==> src/rtl/tlt_pkg.sv <==
// Shared widths, codes and types of the thread load tracker.
package tlt_pkg;

  localparam int unsigned TIME_W         = 64;
  localparam int unsigned FACTOR_W       = 32;
  localparam int unsigned SCALE_W        = 6;
  localparam int unsigned LOAD_W         = 11;
  localparam int unsigned REQ_W          = 2;
  localparam int unsigned RS_W           = 3;
  localparam int unsigned CFG_IDX_W      = 2;
  localparam int unsigned CFG_DATA_W     = 32;
  localparam int unsigned LOAD_SHIFT_DEF = 10;
  localparam int unsigned LOAD_MAX       = 2047;

  // Request codes carried by req_type.
  localparam logic [REQ_W-1:0] REQ_STATE  = 2'd0;
  localparam logic [REQ_W-1:0] REQ_UPDATE = 2'd1;
  localparam logic [REQ_W-1:0] REQ_DECAY  = 2'd2;

  // Run states up to and including deferred count as runnable.
  localparam logic [RS_W-1:0] RS_DEFERRED    = 3'd2;
  localparam logic [RS_W-1:0] RS_INTERRUPTED = 3'd5;

  // Configuration register indexes.
  localparam logic [CFG_IDX_W-1:0] CFG_DECAY_FACTOR = 2'd0;
  localparam logic [CFG_IDX_W-1:0] CFG_DECAY_SCALE  = 2'd1;

  // Result of one pass of the serial accounting unit.
  typedef struct packed {
    logic              done;
    logic              err;
    logic [TIME_W-1:0] acc;
  } acct_res_t;

endpackage

==> src/rtl/tlt_acct.sv <==
// Bit-serial elapsed-time accounting: subtract the stamps and add to an accumulator.
module tlt_acct (
  input  logic                       clk_i,
  input  logic                       rst_ni,
  input  logic                       start_i,
  input  logic [tlt_pkg::TIME_W-1:0] now_i,
  input  logic [tlt_pkg::TIME_W-1:0] last_i,
  input  logic [tlt_pkg::TIME_W-1:0] acc_i,
  output tlt_pkg::acct_res_t         res_o
);
  import tlt_pkg::*;

  localparam int unsigned CNT_W = $clog2(TIME_W);

  logic [TIME_W-1:0] now_q, last_q, acc_q, sum_q;
  logic              borrow_q, carry_q, busy_q;
  logic [CNT_W-1:0]  cnt_q;
  logic              done_q, err_q;
  logic [TIME_W-1:0] res_acc_q;

  logic              a_bit, b_bit, c_bit, diff_bit, sum_bit, borrow_d, carry_d, last_bit;
  logic [TIME_W-1:0] sum_d;

  // One bit of the stamp difference and one bit of the accumulator sum per cycle.
  always_comb begin
    a_bit    = now_q[0];
    b_bit    = last_q[0];
    c_bit    = acc_q[0];
    diff_bit = a_bit ^ b_bit ^ borrow_q;
    borrow_d = (~a_bit & b_bit) | (~(a_bit ^ b_bit) & borrow_q);
    sum_bit  = c_bit ^ diff_bit ^ carry_q;
    carry_d  = (c_bit & diff_bit) | (carry_q & (c_bit ^ diff_bit));
    sum_d    = {sum_bit, sum_q[TIME_W-1:1]};
    last_bit = (cnt_q == CNT_W'(TIME_W - 1));
  end

  // Sequencing and the done pulse.
  always_ff @(posedge clk_i or negedge rst_ni) begin
    if (!rst_ni) begin
      busy_q <= 1'b0;
      cnt_q  <= '0;
      done_q <= 1'b0;
    end else begin
      done_q <= busy_q && last_bit;
      if (start_i) begin
        busy_q <= 1'b1;
        cnt_q  <= '0;
      end else if (busy_q) begin
        cnt_q <= cnt_q + 1'b1;
        if (last_bit) begin
          busy_q <= 1'b0;
        end
      end
    end
  end

  // Operand shift registers and the saturated result.
  always_ff @(posedge clk_i) begin
    if (start_i) begin
      now_q    <= now_i;
      last_q   <= last_i;
      acc_q    <= acc_i;
      sum_q    <= '0;
      borrow_q <= 1'b0;
      carry_q  <= 1'b0;
    end else if (busy_q) begin
      now_q    <= now_q >> 1;
      last_q   <= last_q >> 1;
      acc_q    <= acc_q >> 1;
      sum_q    <= sum_d;
      borrow_q <= borrow_d;
      carry_q  <= carry_d;
      if (last_bit) begin
        err_q     <= borrow_d;
        res_acc_q <= carry_d ? '1 : sum_d;
      end
    end
  end

  assign res_o = {done_q, err_q, res_acc_q};

endmodule

==> src/rtl/tlt_div.sv <==
// Load ratio divider: one quotient bit per cycle by restoring division.
module tlt_div #(
  parameter int unsigned LOAD_SHIFT = tlt_pkg::LOAD_SHIFT_DEF
) (
  input  logic                       clk_i,
  input  logic                       rst_ni,
  input  logic                       start_i,
  input  logic [tlt_pkg::TIME_W-1:0] run_i,
  input  logic [tlt_pkg::TIME_W-1:0] idle_i,
  output logic                       done_o,
  output logic [tlt_pkg::LOAD_W-1:0] load_o
);
  import tlt_pkg::*;

  // The ratio never exceeds one, so the quotient has LOAD_SHIFT + 1 bits.
  localparam int unsigned Q_BITS = LOAD_SHIFT + 1;
  localparam int unsigned QW     = (Q_BITS > LOAD_W) ? Q_BITS : LOAD_W;
  localparam int unsigned CNT_W  = $clog2(LOAD_SHIFT + 2);
  localparam int unsigned DW     = TIME_W + 1;
  localparam int unsigned RW     = TIME_W + 2;

  logic [DW-1:0]    den_q;
  logic [RW-1:0]    rem_q;
  logic [QW-1:0]    quo_q;
  logic             zero_q, busy_q, setup_q, done_q;
  logic [CNT_W-1:0] cnt_q;

  logic             ge;
  logic [RW-1:0]    rem_sub;
  logic             last_it;

  // Compare and subtract the divisor once per cycle.
  always_comb begin
    ge      = (rem_q >= {1'b0, den_q});
    rem_sub = ge ? (rem_q - {1'b0, den_q}) : rem_q;
    last_it = (cnt_q == CNT_W'(LOAD_SHIFT));
  end

  // Sequencing: a setup step for the divisor sum, then the iterations.
  always_ff @(posedge clk_i or negedge rst_ni) begin
    if (!rst_ni) begin
      busy_q  <= 1'b0;
      setup_q <= 1'b0;
      done_q  <= 1'b0;
      cnt_q   <= '0;
    end else begin
      done_q  <= busy_q && last_it;
      setup_q <= start_i;
      if (setup_q) begin
        busy_q <= 1'b1;
        cnt_q  <= '0;
      end else if (busy_q) begin
        cnt_q <= cnt_q + 1'b1;
        if (last_it) begin
          busy_q <= 1'b0;
        end
      end
    end
  end

  // Divisor, partial remainder and quotient.
  always_ff @(posedge clk_i) begin
    if (start_i) begin
      den_q  <= {1'b0, run_i} + {1'b0, idle_i};
      rem_q  <= {2'b00, run_i};
      quo_q  <= '0;
      zero_q <= (run_i == '0);
    end else if (busy_q) begin
      rem_q <= rem_sub << 1;
      quo_q <= {quo_q[QW-2:0], ge};
    end
  end

  assign done_o = done_q;
  assign load_o = zero_q ? '0 :
                  (quo_q > QW'(LOAD_MAX)) ? LOAD_W'(LOAD_MAX) : quo_q[LOAD_W-1:0];

endmodule

==> src/rtl/tlt_decay.sv <==
// Decay unit: shift-and-add multiply of both accumulators, then a serial right shift.
module tlt_decay (
  input  logic                         clk_i,
  input  logic                         rst_ni,
  input  logic                         start_i,
  input  logic [tlt_pkg::TIME_W-1:0]   run_i,
  input  logic [tlt_pkg::TIME_W-1:0]   idle_i,
  input  logic [tlt_pkg::FACTOR_W-1:0] factor_i,
  input  logic [tlt_pkg::SCALE_W-1:0]  scale_i,
  output logic                         done_o,
  output logic [tlt_pkg::TIME_W-1:0]   run_o,
  output logic [tlt_pkg::TIME_W-1:0]   idle_o
);
  import tlt_pkg::*;

  localparam int unsigned CNT_W = $clog2(FACTOR_W);

  typedef enum logic [1:0] {
    DC_IDLE,
    DC_MUL,
    DC_SHIFT
  } dc_state_e;

  dc_state_e           state_q;
  logic                done_q;
  logic [CNT_W-1:0]    cnt_q;
  logic [SCALE_W-1:0]  sc_q;
  logic [TIME_W-1:0]   a_q, b_q, pa_q, pb_q;
  logic [FACTOR_W-1:0] f_q;

  logic                mul_last;

  assign mul_last = (cnt_q == CNT_W'(FACTOR_W - 1));

  // Sequencer: one factor bit per cycle, then one shift step per cycle.
  always_ff @(posedge clk_i or negedge rst_ni) begin
    if (!rst_ni) begin
      state_q <= DC_IDLE;
      done_q  <= 1'b0;
      cnt_q   <= '0;
      sc_q    <= '0;
    end else begin
      done_q <= 1'b0;
      unique case (state_q)
        DC_IDLE: begin
          if (start_i) begin
            state_q <= DC_MUL;
            cnt_q   <= '0;
            sc_q    <= scale_i;
          end
        end
        DC_MUL: begin
          cnt_q <= cnt_q + 1'b1;
          if (mul_last) begin
            state_q <= DC_SHIFT;
          end
        end
        DC_SHIFT: begin
          if (sc_q == '0) begin
            state_q <= DC_IDLE;
            done_q  <= 1'b1;
          end else begin
            sc_q <= sc_q - 1'b1;
          end
        end
        default: state_q <= DC_IDLE;
      endcase
    end
  end

  // Both accumulators run side by side; products keep their low bits.
  always_ff @(posedge clk_i) begin
    if (start_i && state_q == DC_IDLE) begin
      a_q  <= run_i;
      b_q  <= idle_i;
      f_q  <= factor_i;
      pa_q <= '0;
      pb_q <= '0;
    end else if (state_q == DC_MUL) begin
      pa_q <= (pa_q << 1) + (f_q[FACTOR_W-1] ? a_q : '0);
      pb_q <= (pb_q << 1) + (f_q[FACTOR_W-1] ? b_q : '0);
      f_q  <= f_q << 1;
    end else if (state_q == DC_SHIFT && sc_q != '0) begin
      pa_q <= pa_q >> 1;
      pb_q <= pb_q >> 1;
    end
  end

  assign done_o = done_q;
  assign run_o  = pa_q;
  assign idle_o = pb_q;

endmodule

==> src/rtl/thread_load_tracker.sv <==
// Top level of the thread load tracker: request sequencing, state and result register.
//
// Tracks the load of one thread from runnable and not-runnable time.
// Input channel (in_valid_i/in_ready_o) carries one request item: a state
// change, a load update or a decay. Every item yields exactly one result item
// on the output channel (out_valid_o/out_ready_i): the stored load level and a
// flag for a timestamp that went backwards.
// Work per item, from acceptance to result:
//   state change: one pass of the bit-serial 64-bit accounting unit;
//   load update: the accounting pass, then one divider
//   iteration per quotient bit;
//   decay: one step per factor bit, then one per shift step;
//   an unknown request type goes straight to the result.
// One item is worked on at a time; the next is taken once the result has been
// moved to the output register, even while that result still waits.
// If the receiver stalls, a finished result waits in its state until the
// output register is free. Reset clears both accumulators and the last stamp,
// sets the run state to interrupted, the load to zero, decay_factor to 1 and
// decay_scale to 0. Configuration is to be written through cfg_we_i only while
// the block is idle; the block itself does not enforce this.
module thread_load_tracker #(
  parameter int unsigned LOAD_SHIFT = tlt_pkg::LOAD_SHIFT_DEF
) (
  input  logic                           clk_i,
  input  logic                           rst_ni,
  input  logic                           cfg_we_i,
  input  logic [tlt_pkg::CFG_IDX_W-1:0]  cfg_idx_i,
  input  logic [tlt_pkg::CFG_DATA_W-1:0] cfg_data_i,
  input  logic                           in_valid_i,
  output logic                           in_ready_o,
  input  logic [tlt_pkg::REQ_W-1:0]      req_type_i,
  input  logic [tlt_pkg::TIME_W-1:0]     timestamp_i,
  input  logic [tlt_pkg::RS_W-1:0]       run_state_i,
  output logic                           out_valid_o,
  input  logic                           out_ready_i,
  output logic [tlt_pkg::LOAD_W-1:0]     load_level_o,
  output logic                           time_error_o
);
  import tlt_pkg::*;

  localparam int unsigned LOAD_LIMIT = (LOAD_SHIFT >= LOAD_W) ? LOAD_MAX : (1 << LOAD_SHIFT);

  typedef enum logic [2:0] {
    ST_IDLE,
    ST_ACCT,
    ST_DIVGO,
    ST_DIV,
    ST_DECAY,
    ST_DONE
  } tlt_state_e;

  tlt_state_e          state_q;
  logic [FACTOR_W-1:0] factor_q;
  logic [SCALE_W-1:0]  scale_q;
  logic [TIME_W-1:0]   run_q, idle_q, last_q, now_q;
  logic [RS_W-1:0]     cur_rs_q, new_rs_q;
  logic [REQ_W-1:0]    req_q;
  logic [LOAD_W-1:0]   load_q;
  logic                run_sel_q, err_q;
  logic                out_valid_q, time_error_q;
  logic [LOAD_W-1:0]   load_level_q;

  logic                accept;
  logic                acct_start, div_start, decay_start;
  acct_res_t           acct_res;
  logic                div_done, decay_done;
  logic [LOAD_W-1:0]   div_load;
  logic [TIME_W-1:0]   decay_run, decay_idle, acct_acc;
  logic                is_runnable;

  assign in_ready_o  = (state_q == ST_IDLE);
  assign accept      = in_valid_i && in_ready_o;
  assign is_runnable = (cur_rs_q <= RS_DEFERRED);
  assign acct_acc    = is_runnable ? run_q : idle_q;
  assign acct_start  = accept && (req_type_i == REQ_STATE || req_type_i == REQ_UPDATE);
  assign decay_start = accept && (req_type_i == REQ_DECAY);
  assign div_start   = (state_q == ST_DIVGO);

  // Serial accounting of the time since the last stamp.
  tlt_acct u_acct (
    .clk_i   (clk_i),
    .rst_ni  (rst_ni),
    .start_i (acct_start),
    .now_i   (timestamp_i),
    .last_i  (last_q),
    .acc_i   (acct_acc),
    .res_o   (acct_res)
  );

  // Load ratio divider.
  tlt_div #(
    .LOAD_SHIFT (LOAD_SHIFT)
  ) u_div (
    .clk_i   (clk_i),
    .rst_ni  (rst_ni),
    .start_i (div_start),
    .run_i   (run_q),
    .idle_i  (idle_q),
    .done_o  (div_done),
    .load_o  (div_load)
  );

  // Accumulator decay.
  tlt_decay u_decay (
    .clk_i    (clk_i),
    .rst_ni   (rst_ni),
    .start_i  (decay_start),
    .run_i    (run_q),
    .idle_i   (idle_q),
    .factor_i (factor_q),
    .scale_i  (scale_q),
    .done_o   (decay_done),
    .run_o    (decay_run),
    .idle_o   (decay_idle)
  );

  // Configuration registers; unknown indexes are ignored.
  always_ff @(posedge clk_i or negedge rst_ni) begin
    if (!rst_ni) begin
      factor_q <= FACTOR_W'(1);
      scale_q  <= '0;
    end else if (cfg_we_i) begin
      unique case (cfg_idx_i)
        CFG_DECAY_FACTOR: factor_q <= cfg_data_i[FACTOR_W-1:0];
        CFG_DECAY_SCALE:  scale_q  <= cfg_data_i[SCALE_W-1:0];
        default: ;
      endcase
    end
  end

  // Request sequencer, tracker state and the output register.
  always_ff @(posedge clk_i or negedge rst_ni) begin
    if (!rst_ni) begin
      state_q     <= ST_IDLE;
      run_q       <= '0;
      idle_q      <= '0;
      last_q      <= '0;
      cur_rs_q    <= RS_INTERRUPTED;
      load_q      <= '0;
      out_valid_q <= 1'b0;
    end else begin
      // A finished result enters the output register once it is free.
      if (state_q == ST_DONE && (!out_valid_q || out_ready_i)) begin
        out_valid_q <= 1'b1;
      end else if (out_ready_i) begin
        out_valid_q <= 1'b0;
      end
      unique case (state_q)
        ST_IDLE: begin
          if (accept) begin
            if (acct_start) begin
              state_q <= ST_ACCT;
            end else if (decay_start) begin
              state_q <= ST_DECAY;
            end else begin
              state_q <= ST_DONE;
            end
          end
        end
        ST_ACCT: begin
          if (acct_res.done) begin
            if (!acct_res.err) begin
              last_q <= now_q;
              if (run_sel_q) begin
                run_q <= acct_res.acc;
              end else begin
                idle_q <= acct_res.acc;
              end
            end
            if (req_q == REQ_STATE) begin
              cur_rs_q <= new_rs_q;
              state_q  <= ST_DONE;
            end else begin
              state_q <= ST_DIVGO;
            end
          end
        end
        ST_DIVGO: begin
          state_q <= ST_DIV;
        end
        ST_DIV: begin
          if (div_done) begin
            load_q  <= div_load;
            state_q <= ST_DONE;
          end
        end
        ST_DECAY: begin
          if (decay_done) begin
            run_q   <= decay_run;
            idle_q  <= decay_idle;
            state_q <= ST_DONE;
          end
        end
        ST_DONE: begin
          if (!out_valid_q || out_ready_i) begin
            state_q <= ST_IDLE;
          end
        end
        default: state_q <= ST_IDLE;
      endcase
    end
  end

  // Item fields and result payload.
  always_ff @(posedge clk_i) begin
    if (accept) begin
      req_q     <= req_type_i;
      now_q     <= timestamp_i;
      new_rs_q  <= run_state_i;
      run_sel_q <= is_runnable;
      err_q     <= 1'b0;
    end
    if (state_q == ST_ACCT && acct_res.done) begin
      err_q <= acct_res.err;
    end
    if (state_q == ST_DONE && (!out_valid_q || out_ready_i)) begin
      load_level_q <= load_q;
      time_error_q <= err_q;
    end
  end

  assign out_valid_o  = out_valid_q;
  assign load_level_o = load_level_q;
  assign time_error_o = time_error_q;

  // The accounting unit reports only while an accounting pass is awaited.
  assert property (@(posedge clk_i) disable iff (!rst_ni)
    acct_res.done |-> state_q == ST_ACCT)
    else $error("accounting result outside the accounting phase");

  // The divider reports only while a load update is in progress.
  assert property (@(posedge clk_i) disable iff (!rst_ni)
    div_done |-> state_q == ST_DIV)
    else $error("divider result outside the division phase");

  // An accepted item keeps the input closed on the following cycle.
  assert property (@(posedge clk_i) disable iff (!rst_ni)
    accept |=> !in_ready_o)
    else $error("second item accepted while one is in progress");

  // A load fraction never exceeds one, scaled, nor the field's range.
  assert property (@(posedge clk_i) disable iff (!rst_ni)
    out_valid_o |-> (32'(load_level_o) <= LOAD_LIMIT))
    else $error("load level above its limit");

endmodule

==> config.mk <==
export PLATFORM = sky130hd
export DESIGN_NAME = thread_load_tracker
export DESIGN_NICKNAME = d
export VERILOG_FILES = /design/src/rtl/tlt_pkg.sv /design/src/rtl/tlt_acct.sv /design/src/rtl/tlt_div.sv /design/src/rtl/tlt_decay.sv /design/src/rtl/thread_load_tracker.sv
export SDC_FILE = /design/constraint.sdc
export NUM_CORES = 2
export LEC_CHECK = 0
export BUFFER_PORTS_ARGS = -buffer_cell sky130_fd_sc_hd__buf_2
export CORE_MARGIN = 1
export CORE_UTILIZATION = 30
export DETAILED_ROUTE_END_ITERATION = 8
export PLACE_DENSITY = 0.54
export SLEW_MARGIN = 20
export SYNTH_ARGS = -nofsm -noshare
export SYNTH_HDL_FRONTEND = slang
export SYNTH_SLANG_ARGS = --single-unit
export TNS_END_PERCENT = 100
==> constraint.sdc <==
create_clock -name clk_i -period 16.8 [get_ports clk_i]
set_input_delay 0 -clock clk_i [delete_from_list [all_inputs] [get_ports clk_i]]
set_output_delay 0 -clock clk_i [all_outputs]
set_load 0.1 [all_outputs]
==> results.py <==
metrics = {
    "run_status": {
        "status": "complete, no violations",
    },
    "cells_and_area": {
        "layout.nets": 6541,
        "layoutNonFillerInstCount": 8918,
        "drive_above_1_share": 0.0884,
        "post-route-util": 0.352,
        "finish.instance_area_um2": 69500,
        "area_delta_synth_final_pct": 16.5,
    },
    "place": {
        "place.port_buffers": 121,
        "place_congestion": 0.885,
        "place_area_um2": 62700,
        "dp_hpwl_mm": 112,
        "place_inst": 8429,
        "dp_slack_ps": 11100,
    },
    "logic_synthesis": {
        "synth_seq_cells": 1113,
        "synthSimpleGateAreaFrac": 0.149,
        "synth_edf_count": 630,
        "synthTopCellsByCount": "nand2_1, edfxtp_1, a21oi_1, nor2_1, o21ai_0",
        "yosysWarnings": 0,
        "syn_avg_cell_area_um2": 9.99,
        "synth_top_area_frac": 0.317,
        "synth_top_family_by_area": "compound AO/OA/AOI/OAI gates",
        "syn-num-nets": 6344,
        "synth_fa_ha_area_frac": 0.0566,
        "synth_area_um2": 59600,
        "synth_compound_area_frac": 0.160,
        "synth-main-ff-cell": "edfxtp_1",
        "async_flop_share": 0.249,
        "seq_area_frac_synth": 0.503,
        "yosys.area_share.xor_xnor": 0.0344,
        "synth.most_common_cell": "nand2_1",
        "yosysUniqueCellTypes": 106,
        "synthMuxAreaShare": 0.0643,
        "syn-instance-count": 5970,
        "yosysTopAreaCell": "edfxtp_1",
        "yosys-top-cells-area": "edfxtp_1, dfrtp_1, dfxtp_1",
    },
    "min_path": {
        "hold_path.class": "in2reg",
        "hold_path_end": "u_acct.now_q[54]$_DFFE_PP_",
        "hold_start": "timestamp_i[54]",
        "holdPathStages": 4,
    },
    "global_routing": {
        "grt_max_degree": 160,
        "grt-ovfl-total": 0,
        "antenna_found_initial": 7,
        "grt_use_total": 0.158,
        "grt_pass1_vias": 43261,
        "grt_pass1_wl_mm": 250,
    },
    "routing": {
        "dr_total_vias": 44336,
        "ant_nets": 0,
        "drt_iter0_drc": 3289,
        "post-route-drc-count": 0,
        "drt_wl_total_mm": 161,
        "detail_route.wl_per_cell_um": 18.0,
        "viasPerCell": 4.97,
        "drtPass1Iterations": 6,
    },
    "floorplanning": {
        "die_h_um": 448,
        "rows": 163,
        "dieArea_um2": 201000,
        "start_util": 0.302,
        "io_pins": 122,
        "coreArea_um2": 197000,
        "die_w_um": 448,
    },
    "setup_path": {
        "timing.rr.start": "u_div.rem_q[0]$_SDFFCE_PN0P_",
        "timing.rr.end": "u_div.rem_q[44]$_DFFE_PP_",
        "worstSetupStartpointType": "flop",
        "end_kind": "flop",
        "worstPathMaxFanout": 86,
        "worstSetupPathType": "reg2reg",
        "crit_required_ps": 17310,
        "worstPathArrival_ps": 5910,
        "ff2ff_setup_slack_ps": 11400,
        "r2r_cells": 16,
    },
    "sta": {
        "finalSetupTns_ps": 0,
        "fin_hold_ws_ps": 63.3,
        "slew_violations": 0,
        "fin_crit_ps": 5400,
        "finalHoldViolCount": 0,
        "max_freq_mhz": 185,
        "fin_crit_sh": 0.322,
        "setup_viol": 0,
        "tightest_slew_ps": 1120,
        "rsz0062_at_grt": "no",
        "fin_skew_ps": 41.8,
        "relSlewSlack": 0.246,
        "timing.final.ws_setup_ps": 11400,
    },
    "pwr": {
        "power.switching_mw": 5.75,
        "pwr-share-seq": 0.349,
        "p_total_mw": 13.9,
        "p_comb_frac": 0.449,
        "clockPowerShare": 0.202,
        "p_leak_nw": 29.2,
        "ir_drop_uv": 157,
        "p_per_area_nw_per_um2": 200,
        "p_int_mw": 8.14,
        "swShare": 0.414,
    },
    "clocking": {
        "clock_sinks": 1113,
        "cts_tree": "built",
        "cts.path.max_buffers": 3,
        "htreeDepth": 4,
        "cts-buffers-inserted": 130,
        "cts_root_buf": "clkbuf_16",
        "post-cts-setup-buffers": 0,
        "clkTransAtPathRegs_ps": 60,
        "clkLatencyLatePin_ps": 780,
    },
    "flow_run": {
        "drv_cap": 0,
    },
}
## final cells by class
type                       instances  area [µm²]
clock inverter                    62         601
multi-input combinational       4352       27800
clock buffer                     179        3630
inverter                         161         614
fill                           19997      128000
antenna                            2        5.00
tap                             2640        3300
sequential                      1113       30000
timing repair buffer             409        3500
## cells by family after synthesis
family / count (synthesis)
AOI/OAI and AO/OA: 1535
xor gates and xnor gates: 234
adders and majority gates: 266
buffers and inverters: 505
DFF: 1113
muxes: 369
and+or+nand+nor: 1948
## how the worst max path moves through the flow
stage | depth (start not counted) | from | slack [ps] | end
after global placement | 15 | u_div.rem_q[0]$_SDFFCE_PN0P_ | 11210 | u_div.rem_q[44]$_DFFE_PP_
after CTS | 15 | u_div.rem_q[0]$_SDFFCE_PN0P_ | 11050 | u_div.rem_q[44]$_DFFE_PP_
after global routing | 16 | u_div.rem_q[0]$_SDFFCE_PN0P_ | 11110 | u_div.rem_q[44]$_DFFE_PP_
after floorplan | 8 | state_q[2]$_DFFE_PN0P_ | 6660 | u_acct.acc_q[0]$_DFFE_PP_
final | 16 | u_div.rem_q[0]$_SDFFCE_PN0P_ | 11400 | u_div.rem_q[44]$_DFFE_PP_
after detailed placement | 15 | u_div.rem_q[0]$_SDFFCE_PN0P_ | 11100 | u_div.rem_q[44]$_DFFE_PP_
## placed cells by master (no fill, tap or decap), types with 39 or more instances in the layout
master	count
a211oi_1	126
a21o_1	144
a21oi_1	598
and2_1	142
buf_2	120
buf_4	39
clkbuf_16	134
dfrtp_1	273
dfxtp_1	206
dlygate4sd3_1	242
edfxtp_1	630
ha_1	260
inv_1	158
mux2_2	110
mux2i_1	258
nand2_1	840
nand2b_1	107
nand3_1	49
nand4_1	77
nor2_1	468
nor2b_1	98
nor3_1	42
o21a_1	42
o21ai_0	312
o21bai_1	63
xnor2_1	141
xor2_1	93
## power groups by stage
stage	Combinational (mW)	Clock [mW]	Sequential, mW
2_1_floorplan	4.68	0	4.68
3_3_place_gp	6.09	0	4.87
3_5_place_dp	6.12	0	4.88
4_1_cts	6.22	2.88	4.84
5_1_grt	6.96	2.98	4.95
6_report	6.23	2.81	4.85
## worst max-delay path, stage by stage, from the launching register on
cell	delay, ps
edfxtp_1	360
inv_1	80
ha_1	170
inv_1	60
fa_1	440
a211oi_2	320
o211ai_1	170
nand4_1	100
nand4_1	300
a31oi_1	660
o21ai_1	280
and3_1	260
a31oi_4	470
buf_16	240
buf_4	660
nor2_1	210
a221o_1	340
## registers in the layout, summed over array words and instances (netlist names), 11 cells and up
register / count
factor_q: 32
idle_q: 64
last_q: 64
load_level_o: 11
load_q: 11
now_q: 64
run_q: 64
u_acct.acc_q: 64
u_acct.last_q: 64
u_acct.now_q: 64
u_acct.res_acc_q: 64
u_acct.sum_q: 63
u_decay.a_q: 64
u_decay.b_q: 64
u_decay.f_q: 32
u_decay.idle_o: 64
u_decay.run_o: 64
u_div.den_q: 65
u_div.quo_q: 11
u_div.rem_q: 66
## metal layers
layer | share of wire | GRT usage | up-vias | wire (µm)
li1 | - | - | 21768 | -
met1 | 0.51 | 0.236 | 21386 | 81700
met2 | 0.42 | 0.234 | 969 | 68000
met3 | 0.043 | 0.0215 | 207 | 6970
met4 | 0.024 | 0.0443 | 6 | 3870
met5 | 0.00019 | 0 | - | 30
## timing repair
item	CTS	global route
hold buffers	243	0
hold endpoints to repair	336	0
gates resized for setup	0	0
Note: power is estimated with default switching activity, not from simulation.
